**src/hw/rtl/slm_pkg.sv**
```systemverilog
// Shared types and state encoding for the sorted list merge set-operation block.
// No dependencies; used by slm_merge and sorted_list_merge_set_op.
package slm_pkg;

  // Input transaction payload: one list element or a list close mark
  typedef struct packed {
    logic               which_list;
    logic signed [31:0] element;
    logic               list_closed;
    logic               list_empty;
  } in_t;

  // Result transaction payload
  typedef struct packed {
    logic signed [31:0] out_value;
    logic               no_result;
    logic               overflowed;
    logic               run_last;
  } out_t;

  // Set operation selected by the mode register
  localparam logic MODE_UNION = 1'b0;
  localparam logic MODE_INTER = 1'b1;

  // Merge sequencer states
  typedef enum logic [1:0] {
    MS_IDLE,
    MS_FETCH,
    MS_CMP,
    MS_FINISH
  } merge_state_t;

  // Load side to merge sequencer
  typedef struct packed {
    logic start;
    logic inter;
    logic drop;
  } slm_ctrl_t;

  // Merge sequencer back to load side
  typedef struct packed {
    logic busy;
    logic done;
  } slm_stat_t;

endpackage

```
**src/hw/rtl/slm_store.sv**
```systemverilog
// Element storage for lists A and B: one write port shared by both lists,
// one registered read port per list. No dependencies.
module slm_store #(
  parameter int DEPTH = 16
) (
  input  logic                                   clk,
  input  logic                                   wr_en,
  input  logic                                   wr_sel,
  input  logic [((DEPTH > 1) ? $clog2(DEPTH) : 1)-1:0] wr_addr,
  input  logic signed [31:0]                     wr_data,
  input  logic                                   rd_en,
  input  logic [((DEPTH > 1) ? $clog2(DEPTH) : 1)-1:0] rd_addr_a,
  input  logic [((DEPTH > 1) ? $clog2(DEPTH) : 1)-1:0] rd_addr_b,
  output logic signed [31:0]                     rd_data_a,
  output logic signed [31:0]                     rd_data_b
);

  logic signed [31:0] mem_a [DEPTH];
  logic signed [31:0] mem_b [DEPTH];

  // Write the element into the list it names
  always_ff @(posedge clk) begin
    if (wr_en && !wr_sel) begin
      mem_a[wr_addr] <= wr_data;
    end
    if (wr_en && wr_sel) begin
      mem_b[wr_addr] <= wr_data;
    end
  end

  // Registered read of both list heads
  always_ff @(posedge clk) begin
    if (rd_en) begin
      rd_data_a <= mem_a[rd_addr_a];
      rd_data_b <= mem_b[rd_addr_b];
    end
  end

endmodule

```
**src/hw/rtl/slm_merge.sv**
```systemverilog
// Two-pointer merge sequencer with a single signed comparator, a one-deep
// hold stage for run_last look-ahead and the result register. Uses slm_pkg.
module slm_merge #(
  parameter int DEPTH = 16
) (
  input  logic                                   clk,
  input  logic                                   rst_n,
  input  slm_pkg::slm_ctrl_t                     ctrl,
  input  logic [$clog2(DEPTH+1)-1:0]             cnt_a,
  input  logic [$clog2(DEPTH+1)-1:0]             cnt_b,
  output slm_pkg::slm_stat_t                     stat,
  output logic                                   rd_en,
  output logic [((DEPTH > 1) ? $clog2(DEPTH) : 1)-1:0] rd_addr_a,
  output logic [((DEPTH > 1) ? $clog2(DEPTH) : 1)-1:0] rd_addr_b,
  input  logic signed [31:0]                     rd_data_a,
  input  logic signed [31:0]                     rd_data_b,
  output logic                                   out_valid,
  input  logic                                   out_stall,
  output slm_pkg::out_t                          out_data
);

  localparam int CW = $clog2(DEPTH+1);
  localparam int AW = (DEPTH > 1) ? $clog2(DEPTH) : 1;

  slm_pkg::merge_state_t state_r, state_nxt;
  logic [CW-1:0]         ia_r, ib_r;
  logic                  inter_r;
  slm_pkg::out_t         hold_r;
  logic                  hold_vld_r;
  slm_pkg::out_t         out_r;
  logic                  out_vld_r;

  logic                  a_has, b_has, run_end, out_free;
  logic                  lt, eq;
  logic                  take_a, take_b, emit, blocked;
  logic signed [31:0]    pick;
  logic                  adv_a, adv_b, load_hold, push, finish;

  // Pointer status and the shared comparator
  assign a_has    = ia_r < cnt_a;
  assign b_has    = ib_r < cnt_b;
  assign run_end  = (!a_has && !b_has) || (inter_r && (!a_has || !b_has));
  assign out_free = !out_vld_r || !out_stall;
  assign lt       = rd_data_a < rd_data_b;
  assign eq       = rd_data_a == rd_data_b;

  // Decide which heads advance and what is emitted
  always_comb begin
    take_a = 1'b0;
    take_b = 1'b0;
    emit   = 1'b0;
    pick   = rd_data_a;
    if (a_has && b_has) begin
      if (lt) begin
        take_a = 1'b1;
        emit   = !inter_r;
      end else if (eq) begin
        take_a = 1'b1;
        take_b = 1'b1;
        emit   = 1'b1;
      end else begin
        take_b = 1'b1;
        emit   = !inter_r;
        pick   = rd_data_b;
      end
    end else if (a_has) begin
      take_a = 1'b1;
      emit   = 1'b1;
    end else begin
      take_b = 1'b1;
      emit   = 1'b1;
      pick   = rd_data_b;
    end
  end

  assign blocked = emit && hold_vld_r && !out_free;

  // Next state
  always_comb begin
    state_nxt = state_r;
    case (state_r)
      slm_pkg::MS_IDLE: begin
        if (ctrl.start) state_nxt = slm_pkg::MS_FETCH;
      end
      slm_pkg::MS_FETCH: begin
        state_nxt = run_end ? slm_pkg::MS_FINISH : slm_pkg::MS_CMP;
      end
      slm_pkg::MS_CMP: begin
        if (!blocked) state_nxt = slm_pkg::MS_FETCH;
      end
      slm_pkg::MS_FINISH: begin
        if (out_free) state_nxt = slm_pkg::MS_IDLE;
      end
      default: state_nxt = slm_pkg::MS_IDLE;
    endcase
  end

  // Sequencer outputs
  always_comb begin
    rd_en     = 1'b0;
    adv_a     = 1'b0;
    adv_b     = 1'b0;
    load_hold = 1'b0;
    push      = 1'b0;
    finish    = 1'b0;
    case (state_r)
      slm_pkg::MS_FETCH: begin
        rd_en = 1'b1;
      end
      slm_pkg::MS_CMP: begin
        if (!blocked) begin
          adv_a     = take_a;
          adv_b     = take_b;
          load_hold = emit;
          push      = emit && hold_vld_r;
        end
      end
      slm_pkg::MS_FINISH: begin
        finish = out_free;
      end
      default: ;
    endcase
  end

  assign rd_addr_a   = ia_r[AW-1:0];
  assign rd_addr_b   = ib_r[AW-1:0];
  assign stat.busy   = state_r != slm_pkg::MS_IDLE;
  assign stat.done   = finish;

  // Control registers
  always_ff @(posedge clk) begin
    if (!rst_n) begin
      state_r    <= slm_pkg::MS_IDLE;
      hold_vld_r <= 1'b0;
      out_vld_r  <= 1'b0;
    end else begin
      state_r <= state_nxt;
      if (finish) begin
        hold_vld_r <= 1'b0;
      end else if (load_hold) begin
        hold_vld_r <= 1'b1;
      end
      if (finish || push) begin
        out_vld_r <= 1'b1;
      end else if (!out_stall) begin
        out_vld_r <= 1'b0;
      end
    end
  end

  // Pointers, mode latch and payload
  always_ff @(posedge clk) begin
    if (ctrl.start) begin
      ia_r    <= '0;
      ib_r    <= '0;
      inter_r <= ctrl.inter == slm_pkg::MODE_INTER;
    end else begin
      if (adv_a) ia_r <= ia_r + CW'(1);
      if (adv_b) ib_r <= ib_r + CW'(1);
    end
    if (load_hold) begin
      hold_r.out_value  <= pick;
      hold_r.no_result  <= 1'b0;
      hold_r.overflowed <= ctrl.drop;
      hold_r.run_last   <= 1'b0;
    end
    if (finish) begin
      if (hold_vld_r) begin
        out_r.out_value  <= hold_r.out_value;
        out_r.no_result  <= hold_r.no_result;
        out_r.overflowed <= hold_r.overflowed;
        out_r.run_last   <= 1'b1;
      end else begin
        out_r.out_value  <= '0;
        out_r.no_result  <= 1'b1;
        out_r.overflowed <= ctrl.drop;
        out_r.run_last   <= 1'b1;
      end
    end else if (push) begin
      out_r <= hold_r;
    end
  end

  assign out_valid = out_vld_r;
  assign out_data  = out_r;

endmodule

```
**src/hw/rtl/sorted_list_merge_set_op.sv**
```systemverilog
// Top level of the sorted list union / intersection block: list loading,
// run bookkeeping and mode register. Uses slm_pkg, slm_store, slm_merge.
//
//  channel | ports                               | payload
//  --------+-------------------------------------+----------------------
//  input   | in_valid, in_stall, in_data         | slm_pkg::in_t
//  result  | out_valid, out_stall, out_data      | slm_pkg::out_t
//  config  | cfg_wr_en, cfg_wr_data              | set_mode (1 bit)
//
// A load transaction is accepted while in_stall is low. Once both lists are
// closed the merge runs through one comparator, each step a head read and
// then a compare of the two heads; in_stall is high throughout the run.
// Result stalls hold the compare step while the hold stage is full, and the
// finish step until the result register is free.
// Synchronous reset clears counts, flags and mode; the element stores are
// not cleared and hold nothing valid until loaded.
module sorted_list_merge_set_op #(
  parameter int DEPTH = 16
) (
  input  logic          clk,
  input  logic          rst_n,
  input  logic          in_valid,
  output logic          in_stall,
  input  slm_pkg::in_t  in_data,
  output logic          out_valid,
  input  logic          out_stall,
  output slm_pkg::out_t out_data,
  input  logic          cfg_wr_en,
  input  logic          cfg_wr_data
);

  localparam int CW = $clog2(DEPTH+1);
  localparam int AW = (DEPTH > 1) ? $clog2(DEPTH) : 1;

  logic [CW-1:0] cnt_a_r, cnt_a_nxt, cnt_b_r, cnt_b_nxt;
  logic          closed_a_r, closed_a_nxt, closed_b_r, closed_b_nxt;
  logic          drop_r, drop_nxt;
  logic          mode_r;

  logic          in_acc, to_b, sel_closed, sel_full, ld_act, closes, wr_en;
  logic [CW-1:0] sel_cnt;

  slm_pkg::slm_ctrl_t ctrl;
  slm_pkg::slm_stat_t stat;

  logic                  rd_en;
  logic [AW-1:0]         rd_addr_a, rd_addr_b;
  logic signed [31:0]    rd_data_a, rd_data_b;

  // Decode the incoming transaction against its list
  assign in_stall   = stat.busy;
  assign in_acc     = in_valid && !in_stall;
  assign to_b       = in_data.which_list;
  assign sel_closed = to_b ? closed_b_r : closed_a_r;
  assign sel_cnt    = to_b ? cnt_b_r : cnt_a_r;
  assign sel_full   = sel_cnt == CW'(DEPTH);
  assign ld_act     = in_acc && !sel_closed;
  assign closes     = in_data.list_empty || in_data.list_closed;
  assign wr_en      = ld_act && !in_data.list_empty && !sel_full;

  // Start the merge when the second list closes
  assign ctrl.start = ld_act && closes && (to_b ? closed_a_r : closed_b_r);
  assign ctrl.inter = mode_r;
  assign ctrl.drop  = drop_r;

  // Run bookkeeping: advance counts, close lists, clear after the merge
  always_comb begin
    cnt_a_nxt    = cnt_a_r;
    cnt_b_nxt    = cnt_b_r;
    closed_a_nxt = closed_a_r;
    closed_b_nxt = closed_b_r;
    drop_nxt     = drop_r;
    if (stat.done) begin
      cnt_a_nxt    = '0;
      cnt_b_nxt    = '0;
      closed_a_nxt = 1'b0;
      closed_b_nxt = 1'b0;
      drop_nxt     = 1'b0;
    end else if (ld_act) begin
      if (wr_en && !to_b) cnt_a_nxt = cnt_a_r + CW'(1);
      if (wr_en && to_b)  cnt_b_nxt = cnt_b_r + CW'(1);
      if (!in_data.list_empty && sel_full) drop_nxt = 1'b1;
      if (closes && !to_b) closed_a_nxt = 1'b1;
      if (closes && to_b)  closed_b_nxt = 1'b1;
    end
  end

  always_ff @(posedge clk) begin
    if (!rst_n) begin
      cnt_a_r    <= '0;
      cnt_b_r    <= '0;
      closed_a_r <= 1'b0;
      closed_b_r <= 1'b0;
      drop_r     <= 1'b0;
      mode_r     <= slm_pkg::MODE_UNION;
    end else begin
      cnt_a_r    <= cnt_a_nxt;
      cnt_b_r    <= cnt_b_nxt;
      closed_a_r <= closed_a_nxt;
      closed_b_r <= closed_b_nxt;
      drop_r     <= drop_nxt;
      if (cfg_wr_en) mode_r <= cfg_wr_data;
    end
  end

  slm_store #(
    .DEPTH(DEPTH)
  ) u_store (
    .clk       (clk),
    .wr_en     (wr_en),
    .wr_sel    (to_b),
    .wr_addr   (sel_cnt[AW-1:0]),
    .wr_data   (in_data.element),
    .rd_en     (rd_en),
    .rd_addr_a (rd_addr_a),
    .rd_addr_b (rd_addr_b),
    .rd_data_a (rd_data_a),
    .rd_data_b (rd_data_b)
  );

  slm_merge #(
    .DEPTH(DEPTH)
  ) u_merge (
    .clk       (clk),
    .rst_n     (rst_n),
    .ctrl      (ctrl),
    .cnt_a     (cnt_a_r),
    .cnt_b     (cnt_b_r),
    .stat      (stat),
    .rd_en     (rd_en),
    .rd_addr_a (rd_addr_a),
    .rd_addr_b (rd_addr_b),
    .rd_data_a (rd_data_a),
    .rd_data_b (rd_data_b),
    .out_valid (out_valid),
    .out_stall (out_stall),
    .out_data  (out_data)
  );

  // Counts never pass the list depth
  a_cnt_bound: assert property (@(posedge clk) disable iff (!rst_n)
    cnt_a_r <= CW'(DEPTH) && cnt_b_r <= CW'(DEPTH))
    else $error("list count beyond depth");

  // A started merge holds off further loads
  a_start_busy: assert property (@(posedge clk) disable iff (!rst_n)
    ctrl.start |=> in_stall)
    else $error("input not stalled after merge start");

  // Finishing a run presents its final result and clears the run state
  a_done_last: assert property (@(posedge clk) disable iff (!rst_n)
    stat.done |=> out_valid && out_data.run_last && cnt_a_r == '0 && cnt_b_r == '0
                  && !closed_a_r && !closed_b_r)
    else $error("run end not marked or state not cleared");

  // An empty answer is always marked as the last result of its run
  a_none_last: assert property (@(posedge clk) disable iff (!rst_n)
    out_valid && out_data.no_result |-> out_data.run_last)
    else $error("empty answer not marked final");

endmodule

```
**config.mk**
```make
export PLATFORM = sky130hd
export DESIGN_NAME = sorted_list_merge_set_op
export DESIGN_NICKNAME = d
export VERILOG_FILES = /design/src/hw/rtl/slm_pkg.sv /design/src/hw/rtl/slm_store.sv /design/src/hw/rtl/slm_merge.sv /design/src/hw/rtl/sorted_list_merge_set_op.sv
export SDC_FILE = /design/constraint.sdc
export NUM_CORES = 1
export LEC_CHECK = 0
export BUFFER_PORTS_ARGS = -buffer_cell sky130_fd_sc_hd__buf_2
export CAP_MARGIN = 15
export CORE_ASPECT_RATIO = 1.4
export CORE_MARGIN = 2
export CORE_UTILIZATION = 50
export CTS_CLUSTER_SIZE = 40
export DETAILED_ROUTE_END_ITERATION = 12
export PLACE_DENSITY = 0.74
export SYNTH_ARGS = -nofsm -noshare
export SYNTH_HDL_FRONTEND = slang
export SYNTH_SLANG_ARGS = --single-unit
```
**constraint.sdc**
```tcl
create_clock -name clk -period 8.1 [get_ports clk]
set_clock_uncertainty 0.15 [all_clocks]
set_input_delay 1.215 -clock clk [delete_from_list [all_inputs] [get_ports clk]]
set_output_delay 1.215 -clock clk [all_outputs]
set_load 0.02 [all_outputs]
```
* Word-level counts from Yosys, hierarchy flattened *
Memories as Yosys holds them, arrays and structs flattened. A register that Yosys moved wholly into a read port is not among the register bits.
Cells that the tools add are included.
W data, S select, Z words.

word-level totals
  bits in registers = 97
  bits in latches = 0
  bits in writable memories = 1024
  bits in read-only memories = 0
  output and inout port bits = 37
  logic and storage cells = 120
  memories kept = 2

cells by class
  $add $sub $neg = 4
  multipliers = 0
  div/mod/pow operators = 0
  order comparisons = 3
  eq/ne operators = 9
  shift-type cells = 0
  mux-type cells = 41
  bitwise gates (word level) = 1
  reductions and logical operators = 42

memory list
  memory         depth  width  read ports  clocked after Yosys merged registers in  wr ports  RTL line         RTL
  u_store.mem_a  16     32     1           1                                        1         slm_store.sv:18  logic signed [31:0] mem_a [DEPTH];
  u_store.mem_b  16     32     1           1                                        1         slm_store.sv:19  logic signed [31:0] mem_b [DEPTH];

operator list
  kind                   number
  $mux W32               4
  $mux W35               3
  $eq A32 B32 Y1         1
  $lt A32 B32 Y1         1
  $mux W1                29
  $add A5 B1 Y5 const B  4
  $logic_and A1 B1 Y1    16
  $logic_not A1 Y1       11
  $lt A5 B5 Y1           2
  $reduce_and A2 Y1      5
  $pmux W2 S4            1
  $mux W2                3
  $eq A5 B5 Y1 const B   1
  $logic_or A1 B1 Y1     5
  $mux W5                1
  $eq A2 B2 Y1 const B   2
  $ne A2 B1 Y1 const B   2
  $ne A2 B2 Y1 const B   2
  $reduce_bool A2 Y1     2
  $reduce_and A3 Y1      1
  $eq A2 B1 Y1 const B   1
  $logic_not A2 Y1       1
  $reduce_or A2 Y1       1
  $not A1 Y1             1

* Longest topological paths before layout *
  word-level depth = 10
  gate-level depth with buffers = 13
  gate-level depth less buffers = 10

* Cells and area by module *
A second synthesis with hierarchy kept.

second synthesis, totals
  cells, all modules = 2203
  area, all modules = 45648.8 µm²

by module, submodules not included
  module                    times used  cells an instance  area an instance (µm²)
  slm_store                 1           1681               40307.4
  slm_merge                 1           433                4569.4
  sorted_list_merge_set_op  1           89                 772.0

* Least setup slack after synthesis *
Ideal clock, no wire load.

  path kind = flip-flop to flip-flop
  start point = register u_store.rd_data_a[31], read port of u_store.mem_a
  end point = register u_merge.out_r, in the netlist u_merge.out_data[0], enable pin
  library setup time = 0.476 ns
  arrival time = 4.876 ns
  required time = 7.474 ns
  path slack = 2.598 ns
  stages on the path, launching flop included = 11
  buffers on the path = 1
  cell sequence = edfxtp_1 > ha_1 > buf_6 > nand4_4 > nor3_2 > a221o_1 > or3_4 > or3_2 > a21boi_2 > o21ai_2 > o21ai_0

between the ends
  cells in the longest elaborated chain, start to end = 9
  elaborated cells on any way between the ends = 10
  those cells by class = order compare (1); eq/ne (1); mux (5); reduce/logical (3)

ends and longest elaborated chain
  item                                                    RTL line                           RTL
  start, declared                                         slm_store.sv:14                    output logic signed [31:0] rd_data_a,
  branches (longest 2 deep; another with $lt A32 B32 Y1)  n/a
  $mux W1 (*)                                             slm_merge.sv:54                    if (lt) begin
  $mux W1 (*)                                             slm_merge.sv:53                    if (a_has && b_has) begin
  $logic_and A1 B1 Y1 (*)                                 slm_merge.sv:76, slm_merge.sv:115
  $logic_and A1 B1 Y1                                     slm_merge.sv:76                    assign blocked = emit && hold_vld_r && !out_free;
  $mux W1 (*)                                             slm_merge.sv:111                   if (!blocked) begin
  $mux W1 (*)                                             slm_merge.sv:106                   case (state_r)
  $reduce_bool A2 Y1 (no line) (*)                        n/a
  end signal, assigned                                    slm_merge.sv:180                   out_r <= hold_r;
  end, declared                                           slm_merge.sv:30                    slm_pkg::out_t out_r;

Mark *: on every way between the ends.
A chain may end at the register's enable or synchronous reset.

* Final worst setup path *
  start point = register u_store.rd_data_a[19], read port of u_store.mem_a
  end point = register u_merge.out_r, in the netlist u_merge.out_data[13], enable pin

The elaborated chain is that of the path after synthesis.

==> out/results.txt <==
Status -> completed
Post-route ant nets -> 0
Die ar. -> 0.0935 mm^2
CTS clock-pin slew for the worst setup and hold paths -> 0.06 ns
RSZ-0062 raised after global routing -> no
Total track usage -> 21.5%
Clock latency at the later pin of the worst-skew pair -> 0.67 ns
Post-DP HPWL -> 57700 um
Mapped Nets -> 2118
Placed Instances -> 3232
Row cnt -> 130
Most used DFF post-synth -> edfxtp_1
Setup ws final -> 4.07 ns
Final hold vios -> 0
Synth-to-layout area growth -> 12.5%
Met2 Track Usage GR -> 36.2%
Die X -> 259 um
Slew @ Worst Pin -> 1.23 ns
Most used routing layer in global routing -> met2
# fillers -> 6227
Place WS -> 3.58 ns
Slowest Stage Delay on Critical Path -> 0.48 ns
Post CTS Setup Buffer Count -> 0
Met3 Track Usage GR -> 4.34%
Crit start category -> flop
CP max FO -> 35
Commonest non-fill, non-tap cell in the layout -> edfxtp_1
#FFs+latches synth -> 1185
Highest Clock Rate -> 248 MHz
Leak -> 15.7 nW
Port Buffers -> 77
Num CTS Buffers -> 102
Max H-tree Level -> 3
Mean Syn Cell Area -> 22.4 um^2
Global route overflow -> 0
Fin crit share -> 49.7%
Initial Util -> 50.6%
Final Max Tran Viols -> 0
Synth unique cells -> 47
Gate Count Post-Synth -> 2033
Ys Warns -> 0
Initial antenna violation count -> 8
CP max stage cell -> or3_2
Sequential area share after synthesis -> 77.6%
Post-synth ARST share -> 0%
Post-Syn Area -> 0.0455 mm^2
Pre-antenna DRT Iters -> 5
CTS tree -> done
Final #Nets -> 2242
Most frequent cells in the layout -> edfxtp_1, mux4_2, clkbuf_16, buf_2, nand2_1
I/O pin cnt -> 78
WL final -> 98600 um
Max_cap viols -> 0
Critical Path RT -> 8.25 ns
Via count -> 20973
Max-Slew Margin vs Limit -> 17.5%
Setup violators final -> 0
Largest net degree at the start of global routing -> 97
Vias in the first global route -> 21644
Layout cell share with drive strength beyond 1 -> 28.6%
Post-synth EDFFs -> 1157
Arr. time, crit path -> 4.18 ns
CP endpoint kind -> flop
Max clock buf depth -> 3
Post-CTS Resized -> 0
Crit-path cells -> ha_1 > a21oi_1 > o21ai_0 > a221o_1 > or3_4 > or3_2 > a21boi_2 > o21ai_2 > o21ai_4 > buf_4
Final min period -> 4.03 ns
Clock Sink Count -> 1185
First-pass GRT wire length -> 145000 um
Setup Crit Path Kind -> flop to flop
Die Height -> 361 um
Maximum VDD drop -> 192 uV
Vias per cell -> 6.11
Worst Hold Class -> flop to flop
Post-route DRC -> 0
Hold Buf Count CTS -> 0
Fin Setup TNS -> 0 ns
Met1 global-route usage -> 28.0%
Finished Layout Cells -> 3431
Gp weighted congestion -> 0.836
Worst hold margin -> 0.292 ns
WL/cell -> 28.7 um
PwrDens -> 268 mW/mm^2
Clock root cell -> clkbuf_16
DR iter-0 viols -> 2216
Floorplan core area -> 0.0899 mm^2
cell families after synthesis:
kind of cell,Yosys count,share of synthesized area (%)
flops,1185,77.6
mux,331,16.1
simple gates,223,2.39
buf+inv,139,1.20
compound gates,102,1.36
fa+ha+maj,45,1.23
xor+xnor,8,0.154
critical path, delay by kind of cell (launching register included):
family / cells / cell delay, ns
flip-flops: 1 / 0.41
AO/OA/AOI/OAI: 6 / 1.42
buffers and inverters: 1 / 0.44
adder cells (fa/ha/maj): 1 / 0.34
AND/OR/NAND/NOR: 2 / 0.86
flip-flops by register name (all words and copies together) (netlist names), 2 cells and up:
register and cells:
u_store.mem_a 512, u_store.mem_b 512, u_merge.out_data 35, u_merge.hold_r 33, u_store.rd_data_a 32, u_store.rd_data_b 32
cnt_a_r 5, cnt_b_r 5, u_merge.ia_r 5, u_merge.ib_r 5, u_merge.state_r 2
per-stage QoR:
step / power (W) / area (um^2) / util [%]
floorplan: 0.00819 / 45500 / -
global placement: 0.00872 / 47500 / 52.8
detailed placement: 0.00876 / 47500 / 52.8
CTS: 0.0138 / 51000 / 56.7
global route: 0.0141 / 51200 / 56.9
finish: 0.0137 / 51200 / 56.9
layer usage:
metal	share of wire (%)	vias to the layer above
met5	0.042	-
met4	3.2	6
met3	7.8	176
met2	52	965
met1	37	11081
li1	-	8745
path summary, 6_finish.rpt:
| check | end | slack [ns] | start | cells after the start |
|---|---|---|---|---|
| worst max-delay path | u_merge.out_data[13] | 4.07 | u_store.rd_data_a[19] | 10 |
| worst min-delay path | u_merge.inter_r | 0.29 | mode_r | 0 |
| worst max register to register | u_merge.out_data[13] | 4.07 | u_store.rd_data_a[19] | 10 |
| worst min register to register | u_merge.inter_r | 0.29 | mode_r | 0 |
area by class of cell:
type | count | area (um^2) | share of cell area [%]
antenna | 1 | 2.50 | 0.00489
clock buffer | 120 | 2660 | 5.20
clock inverter | 69 | 836 | 1.63
inverter | 50 | 188 | 0.367
multi-input combinational | 709 | 9910 | 19.4
sequential | 1185 | 35300 | 69.0
tap | 1188 | 1490 | 2.91
timing repair buffer | 109 | 763 | 1.49
cell usage after synthesis (2+ instances only):
| cell | number | area (um^2) |
|---|---|---|
| nand2_1 | 68 | 255 |
| buf_2 | 7 | 35.0 |
| a21o_1 | 5 | 37.5 |
| buf_4 | 2 | 15.0 |
| o211a_1 | 2 | 20.0 |
| nor2_1 | 48 | 180 |
| a21oi_1 | 27 | 135 |
| edfxtp_1 | 1157 | 34700 |
| ha_1 | 44 | 551 |
| mux2_2 | 2 | 22.5 |
| o21ai_0 | 10 | 50.1 |
| nor3_1 | 21 | 105 |
| nor2b_1 | 35 | 219 |
| mux2i_1 | 9 | 90.1 |
| a31oi_1 | 9 | 56.3 |
| or3_4 | 2 | 22.5 |
| mux4_2 | 320 | 7210 |
| buf_1 | 24 | 90.1 |
| o21ai_1 | 32 | 160 |
| clkbuf_1 | 55 | 206 |
| nand2b_1 | 5 | 31.3 |
| nand3_1 | 18 | 90.1 |
| or3_1 | 9 | 56.3 |
| xnor2_1 | 8 | 70.1 |
| dfxtp_1 | 28 | 561 |
| a221o_1 | 2 | 20.0 |
| o211ai_1 | 4 | 30.0 |
| nand4_1 | 10 | 62.6 |
| nor4_1 | 2 | 12.5 |
| inv_1 | 50 | 188 |
| o21a_1 | 2 | 15.0 |
report_power, final:
part           total (W)  internal [W]  switching [W]
clock network    0.00511       0.00294        0.00217
registers        0.00692       0.00682       0.000107
logic            0.00170      0.000824       0.000873
total             0.0137        0.0106        0.00315
Power figures use the tool's default switching activity.
